### config.mk
export PLATFORM = sky130hd
export DESIGN_NAME = modbus_read_request_framer
export DESIGN_NICKNAME = d
export VERILOG_FILES = /design/src/mrrf_pkg.sv /design/src/modbus_read_request_framer.sv /design/src/mrrf_crc_stage.sv /design/src/mrrf_serializer.sv
export SDC_FILE = /design/constraint.sdc
export NUM_CORES = 1
export LEC_CHECK = 0
export ABC_CLOCK_PERIOD_IN_PS = 9200
export BUFFER_PORTS_ARGS = -buffer_cell sky130_fd_sc_hd__buf_2
export CAP_MARGIN = 15
export CORE_UTILIZATION = 50
export CTS_CLUSTER_DIAMETER = 200
export DETAILED_ROUTE_END_ITERATION = 10
export PLACE_DENSITY = 0.68
export SYNTH_ARGS = -nofsm -noshare
export SYNTH_HDL_FRONTEND = slang
export SYNTH_SLANG_ARGS = --single-unit
### constraint.sdc
create_clock -name i_clk -period 9.2 [get_ports i_clk]
set_input_delay 2.76 -clock i_clk [delete_from_list [all_inputs] [get_ports i_clk]]
set_output_delay 2.76 -clock i_clk [all_outputs]
set_load 0.05 [all_outputs]
### src/mrrf_pkg.sv
// shared types, constants and crc byte update for the read request framer
package mrrf_pkg;

    localparam logic [7:0]  FUNC_READ_INPUT  = 8'h04;
    localparam logic [15:0] CRC_INIT         = 16'hFFFF;
    localparam logic [15:0] CRC_POLY         = 16'hA001;
    localparam logic [7:0]  SLAVE_ADDR_RESET = 8'h02;
    localparam logic [2:0]  LAST_IDX         = 3'd7;

    typedef struct packed {
        logic [47:0] hdr;
        logic [15:0] crc;
    } t_stage;

    function automatic logic [15:0] crc_byte(input logic [15:0] crc_in,
                                             input logic [7:0] data);
        logic [15:0] c;
        c = crc_in ^ {8'h00, data};
        for (int b = 0; b < 8; b++) begin
            c = c[0] ? ((c >> 1) ^ CRC_POLY) : (c >> 1);
        end
        return c;
    endfunction

endpackage

### src/modbus_read_request_framer.sv
// top level of the modbus rtu read input registers request framer
//
// Request channel: i_req_valid / o_req_stall carry a start register and a
// register count; a transfer happens when valid is high and stall is low.
// Byte channel: o_byte_valid / i_byte_stall deliver the eight frame bytes
// (slave address, 0x04, start hi/lo, count hi/lo, crc lo, crc hi), with
// o_last_byte high on the crc high byte.
// Config channel: i_cfg_valid / o_cfg_ready write the slave address; it is
// always ready and should be written only while no frame is in flight.
// A request passes through three crc stages, two bytes each, then the
// output serializer, each registered, before its first byte is valid.
// The serializer sends one byte per cycle unless stalled and takes the
// next frame as the last byte goes out; up to three more requests wait.
// Reset clears all valid bits and sets the slave address to 2.
// When the receiver stalls, the current byte holds and the stall backs up
// through the stages to o_req_stall; nothing is lost or repeated.
module modbus_read_request_framer
    import mrrf_pkg::*;
(
    input  logic        i_clk,
    input  logic        i_rst_n,
    input  logic        i_req_valid,
    output logic        o_req_stall,
    input  logic [15:0] i_start_register,
    input  logic [15:0] i_register_count,
    output logic        o_byte_valid,
    input  logic        i_byte_stall,
    output logic [7:0]  o_frame_byte,
    output logic        o_last_byte,
    input  logic        i_cfg_valid,
    output logic        o_cfg_ready,
    input  logic [7:0]  i_cfg_data
);

    logic [7:0] r_slave_addr;
    t_stage     w_s0_data;
    t_stage     w_s1_data;
    t_stage     w_s2_data;
    t_stage     w_s3_data;
    logic       w_s1_valid;
    logic       w_s2_valid;
    logic       w_s3_valid;
    logic       w_s1_stall;
    logic       w_s2_stall;
    logic       w_s3_stall;
    logic       w_ser_stall;

    assign o_cfg_ready = 1'b1;

    always_ff @(posedge i_clk) begin
        if (!i_rst_n) begin
            r_slave_addr <= SLAVE_ADDR_RESET;
        end else if (i_cfg_valid && o_cfg_ready) begin
            r_slave_addr <= i_cfg_data;
        end
    end

    assign w_s0_data.hdr = {r_slave_addr, FUNC_READ_INPUT, i_start_register, i_register_count};
    assign w_s0_data.crc = CRC_INIT;
    assign o_req_stall   = w_s1_stall;

    mrrf_crc_stage u_stage1 (
        .i_clk     (i_clk),
        .i_rst_n   (i_rst_n),
        .i_valid   (i_req_valid),
        .o_stall   (w_s1_stall),
        .i_data    (w_s0_data),
        .i_byte_hi (w_s0_data.hdr[47:40]),
        .i_byte_lo (w_s0_data.hdr[39:32]),
        .o_valid   (w_s1_valid),
        .i_stall   (w_s2_stall),
        .o_data    (w_s1_data)
    );

    mrrf_crc_stage u_stage2 (
        .i_clk     (i_clk),
        .i_rst_n   (i_rst_n),
        .i_valid   (w_s1_valid),
        .o_stall   (w_s2_stall),
        .i_data    (w_s1_data),
        .i_byte_hi (w_s1_data.hdr[31:24]),
        .i_byte_lo (w_s1_data.hdr[23:16]),
        .o_valid   (w_s2_valid),
        .i_stall   (w_s3_stall),
        .o_data    (w_s2_data)
    );

    mrrf_crc_stage u_stage3 (
        .i_clk     (i_clk),
        .i_rst_n   (i_rst_n),
        .i_valid   (w_s2_valid),
        .o_stall   (w_s3_stall),
        .i_data    (w_s2_data),
        .i_byte_hi (w_s2_data.hdr[15:8]),
        .i_byte_lo (w_s2_data.hdr[7:0]),
        .o_valid   (w_s3_valid),
        .i_stall   (w_ser_stall),
        .o_data    (w_s3_data)
    );

    mrrf_serializer u_ser (
        .i_clk        (i_clk),
        .i_rst_n      (i_rst_n),
        .i_valid      (w_s3_valid),
        .o_stall      (w_ser_stall),
        .i_data       (w_s3_data),
        .o_valid      (o_byte_valid),
        .i_stall      (i_byte_stall),
        .o_frame_byte (o_frame_byte),
        .o_last_byte  (o_last_byte)
    );

    // a frame never breaks off before its last byte
    a_frame_continues: assert property (@(posedge i_clk) disable iff (!i_rst_n)
        (o_byte_valid && !i_byte_stall && !o_last_byte) |=> o_byte_valid)
        else $error("frame broke off before last byte");

    // a request transfer always lands in the first stage
    a_req_lands: assert property (@(posedge i_clk) disable iff (!i_rst_n)
        (i_req_valid && !o_req_stall) |=> w_s1_valid)
        else $error("request transfer lost");

    // a config transfer updates the slave address
    a_cfg_write: assert property (@(posedge i_clk) disable iff (!i_rst_n)
        (i_cfg_valid && o_cfg_ready) |=> (r_slave_addr == $past(i_cfg_data)))
        else $error("slave address not written");

    // the serializer only takes a new frame after the last byte goes out
    a_ser_hold: assert property (@(posedge i_clk) disable iff (!i_rst_n)
        (o_byte_valid && !o_last_byte) |-> w_ser_stall)
        else $error("serializer open mid frame");

endmodule

### src/mrrf_crc_stage.sv
// one pipeline stage folding two header bytes into the running crc
module mrrf_crc_stage
    import mrrf_pkg::*;
(
    input  logic       i_clk,
    input  logic       i_rst_n,
    input  logic       i_valid,
    output logic       o_stall,
    input  t_stage     i_data,
    input  logic [7:0] i_byte_hi,
    input  logic [7:0] i_byte_lo,
    output logic       o_valid,
    input  logic       i_stall,
    output t_stage     o_data
);

    logic   r_valid;
    t_stage r_data;
    t_stage n_data;

    assign o_stall = r_valid && i_stall;

    always_comb begin
        n_data.hdr = i_data.hdr;
        n_data.crc = crc_byte(crc_byte(i_data.crc, i_byte_hi), i_byte_lo);
    end

    always_ff @(posedge i_clk) begin
        if (!i_rst_n) begin
            r_valid <= 1'b0;
        end else if (!o_stall) begin
            r_valid <= i_valid;
        end
    end

    always_ff @(posedge i_clk) begin
        if (i_valid && !o_stall) begin
            r_data <= n_data;
        end
    end

    assign o_valid = r_valid;
    assign o_data  = r_data;

endmodule

### src/mrrf_serializer.sv
// holds a finished frame and sends it out one byte per transfer
module mrrf_serializer
    import mrrf_pkg::*;
(
    input  logic       i_clk,
    input  logic       i_rst_n,
    input  logic       i_valid,
    output logic       o_stall,
    input  t_stage     i_data,
    output logic       o_valid,
    input  logic       i_stall,
    output logic [7:0] o_frame_byte,
    output logic       o_last_byte
);

    logic        r_valid;
    logic [2:0]  r_cnt;
    t_stage      r_data;
    logic [63:0] w_frame;
    logic [63:0] w_shifted;
    logic        w_last;

    assign w_last  = (r_cnt == LAST_IDX);
    assign o_stall = r_valid && !(w_last && !i_stall);

    always_ff @(posedge i_clk) begin
        if (!i_rst_n) begin
            r_valid <= 1'b0;
            r_cnt   <= '0;
        end else if (!o_stall) begin
            r_valid <= i_valid;
            r_cnt   <= '0;
        end else if (r_valid && !i_stall) begin
            r_cnt   <= r_cnt + 3'd1;
        end
    end

    always_ff @(posedge i_clk) begin
        if (i_valid && !o_stall) begin
            r_data <= i_data;
        end
    end

    // crc goes out low byte first
    assign w_frame   = {r_data.hdr, r_data.crc[7:0], r_data.crc[15:8]};
    assign w_shifted = w_frame >> {3'(LAST_IDX - r_cnt), 3'b000};

    assign o_valid      = r_valid;
    assign o_frame_byte = w_shifted[7:0];
    assign o_last_byte  = w_last;

endmodule

==> impl_metrics.csv <==
group,metric,value,unit
outcome,outcome,"finished, final reports clean",
floorplan,fp.coreArea,16700,um2
synthesis,synthCells,430,
min_path,hold_class,"reg2reg",
worst_setup_path,cp.depth,6,
final_layout,diodes,0,
clocking,cts_max_path_buffers,3,
floorplan,core.rowCount,47,
placement,dpl_cell_area,9160,um2
worst_setup_path,path_max_fanout,7,
routing,drt_iter0_drc,201,
power,p_per_area,257,nW/um2
clocking,cts_hold_buf,0,
timing,slew_headroom,31.0,%
global_route,grt_pass1_wl,19600,um
timing,hold_viol_final,0,
synthesis,synth_xor_area_share,11.0,%
run,cap_violations,0,
routing,dr.pass1.iters,4,
floorplan,die_area,17700,um2
timing,clock_skew,0.0119,ns
synthesis,yosys-mux-area-fraction,3.85,%
global_route,grt_max_degree,57,
placement,place_ws,2.21,ns
final_layout,area_growth,14.7,%
global_route,antenna_found_initial,0,
worst_setup_path,rr_worst_depth,7,
clocking,cts_tree,"done",
timing,tns,0,ns
power,leakage,0.00342,uW
synthesis,syn_area,8590,um2
final_layout,final_area,9850,um2
synthesis,synth_top_family_by_area,"XOR/XNOR gates",
placement,dp_hpwl,8240,um
synthesis,synth_nets,477,
synthesis,ys_seq_area_share,80.0,%
worst_setup_path,critPathKind,"in2out",
final_layout,nets,550,
worst_setup_path,r2r_slack,5.90,ns
global_route,grt.total_usage,14.7,%
timing,final_max_slew_viol_count,0,
floorplan,die_y,133,um
worst_setup_path,crit_arrival,4.21,ns
timing,worst_slew_pin_slew,1.03,ns
synthesis,yosysUniqueCellTypes,32,
worst_setup_path,crit_chain,"buf_2 > inv_1 > a21boi_1 > and2_1 > and3_1 > buf_2",
placement,dp.cells,698,
clocking,cts_root_buffer,"clkbuf_16",
worst_setup_path,slowest_delay,0.36,ns
worst_setup_path,end_kind,"primary output",
clocking,h-tree-depth,1,
timing,rsz0062_at_grt,"false",
synthesis,synth_compound_area_share,1.92,%
timing,fin_crit,6.97,ns
power,ir_drop,157,uV
synthesis,ys_ff_latch,234,
global_route,grt_remaining_overflow,0,
clocking,clkSinkCount,234,
timing,worst_slack,2.23,ns
clocking,postCtsSetupBuffers,0,
synthesis,syn_area_per_cell,20.0,um2
clocking,numCtsBuffers,23,
floorplan,ios,57,
synthesis,synth_warnings,0,
timing,setup_violations,0,
worst_setup_path,cp.buffers_inverters,3,
worst_setup_path,cpMostUsedCell,"buf_2",
worst_setup_path,crit_slowest_cell,"and2_1",
final_layout,instances_no_fill,739,
worst_setup_path,cpLargestDelayFamily,"simple AND/OR/NAND/NOR gates",
timing,timing.fmax,143,MHz
clocking,cts_resized,0,
floorplan,initial_core_util,51.4,%
worst_setup_path,cp-start-kind,"input port",
clocking,clkTransAtPathRegs,0.06,ns
timing,post-route-period-util,75.8,%
routing,drt_wl_total,12600,um
routing,post-route-drc-count,0,
floorplan,fp.dieW,133,um
routing,wire_per_inst,17.0,um
final_layout,drive_gt1_share,21.8,%
clocking,clock_latency,0.49,ns
routing,vias,3600,
synthesis,synthAdderAreaFrac,0.291,%
worst_setup_path,cp.required,6.44,ns
min_path,holdPathStages,0,
final_layout,utilization,59.0,%
synthesis,yosys.area_share.simple,1.86,%
placement,io_buffers,55,
routing,via_per_inst,4.87,
global_route,grt_pass1_vias,3595,
placement,gp_congestion,0.754,
routing,ant_nets,0,
## synth_stat cells (all sizes together)
cell type	instances	area (um2)
a211oi	7	52.6
a21boi	2	15.0
a21oi	11	55.1
and2	2	12.5
and3	1	6.26
buf	2	12.5
clkbuf	9	33.8
conb	1	3.75
dfxtp	15	300
edfxtp	219	6580
ha	2	25.0
inv	10	37.5
mux2i	15	150
mux4	8	180
nand2	4	15.0
nor2	10	37.5
nor2b	11	68.8
nor3	1	5.00
nor3b	2	15.0
o211ai	1	7.51
o21a	3	22.5
o21ai	1	5.00
o31ai	1	7.51
xnor2	55	512
xnor3	4	91.3
xor2	32	318
xor3	1	25.0
## through the flow
| step | hold WS (ns) | total power, uW |
|---|---|---|
| CTS | 0.411 | 2560 |
| finish | 0.411 | 2530 |
| detailed placement | 0.405 | 1700 |
| floorplan | 0.400 | 1620 |
| global placement | 0.401 | 1690 |
| global route | 0.420 | 2630 |
## cells by family (layout without fill, tap and decap cells)
logic type / count (synthesis) / in the layout
XOR/XNOR: 92 / 92
adder cells (fa/ha/maj): 2 / 2
buffers and inverters: 21 / 110
multiplexers: 23 / 23
AND/OR/NAND/NOR: 31 / 31
flip-flops: 234 / 234
AO/OA/AOI/OAI: 26 / 26
other: 1 / 1
## flip-flops by register name, summed over array words and instances (netlist names)
signal            count
r_slave_addr          8
u_stage1.o_valid      1
u_stage2.o_data      56
u_ser.r_cnt           3
u_stage1.o_data      51
u_ser.o_valid         1
u_ser.r_data         56
u_stage3.o_valid      1
u_stage3.o_data      56
u_stage2.o_valid      1
## path summary, 6_finish.rpt
| path | endpoint | startpoint |
|---|---|---|
| worst min-delay path | u_stage2.o_data[28] | u_stage1.o_data[28] |
| worst max-delay path | o_req_stall | i_byte_stall |
| worst max register to register | u_stage1.o_data[33] | u_ser.r_cnt[1] |
| worst min register to register | u_stage2.o_data[28] | u_stage1.o_data[28] |
## power breakdown
part | leakage, uW | switching [uW] | total, uW | internal, uW
Clock | 0.000344 | 357 | 861 | 504
Sequential | 0.00217 | 28.0 | 1300 | 1270
Combinational | 0.000904 | 180 | 371 | 191
## per-layer routing
metal	up-vias	wire length, um	global-route usage (%)
met2	73	5940	23.0
met5	-	0	0
li1	1744	-	-
met4	0	243	5.04
met1	1764	5910	20.8
met3	19	485	2.76
## area by class of cell
type | count | area [um2]
Sequential cell | 234 | 6880
Fill cell | 1257 | 6850
Multi-Input combinational cell | 175 | 1660
Clock buffer | 32 | 629
Timing Repair Buffer | 59 | 305
Tap cell | 220 | 275
Clock inverter | 9 | 66.3
Inverter | 10 | 37.5
## cell usage in the layout (no fill, tap or decap)
cell       instances
nor2b_1            8
xnor2_1           51
xor2_1            27
o211ai_1           1
conb_1             1
nand2_1            4
o31ai_1            1
inv_1             10
clkbuf_8           2
mux4_2             8
xnor3_1            3
nor3b_1            2
xor2_2             5
xnor3_2            1
o21ai_0            1
ha_1               2
clkbuf_1           7
a21boi_4           1
mux2i_1           15
xnor2_2            4
clkinv_2           5
o21a_1             3
a211oi_1           7
xor3_2             1
and2_1             2
buf_2             55
buf_4              4
a21boi_1           1
a21oi_1           11
dfxtp_1           15
bufinv_16          1
edfxtp_1         219
nor3_1             1
and3_1             1
clkinv_1           3
nor2_1            10
nor2b_4            3
clkbuf_16         23
Power figures use the tool's default switching activity.
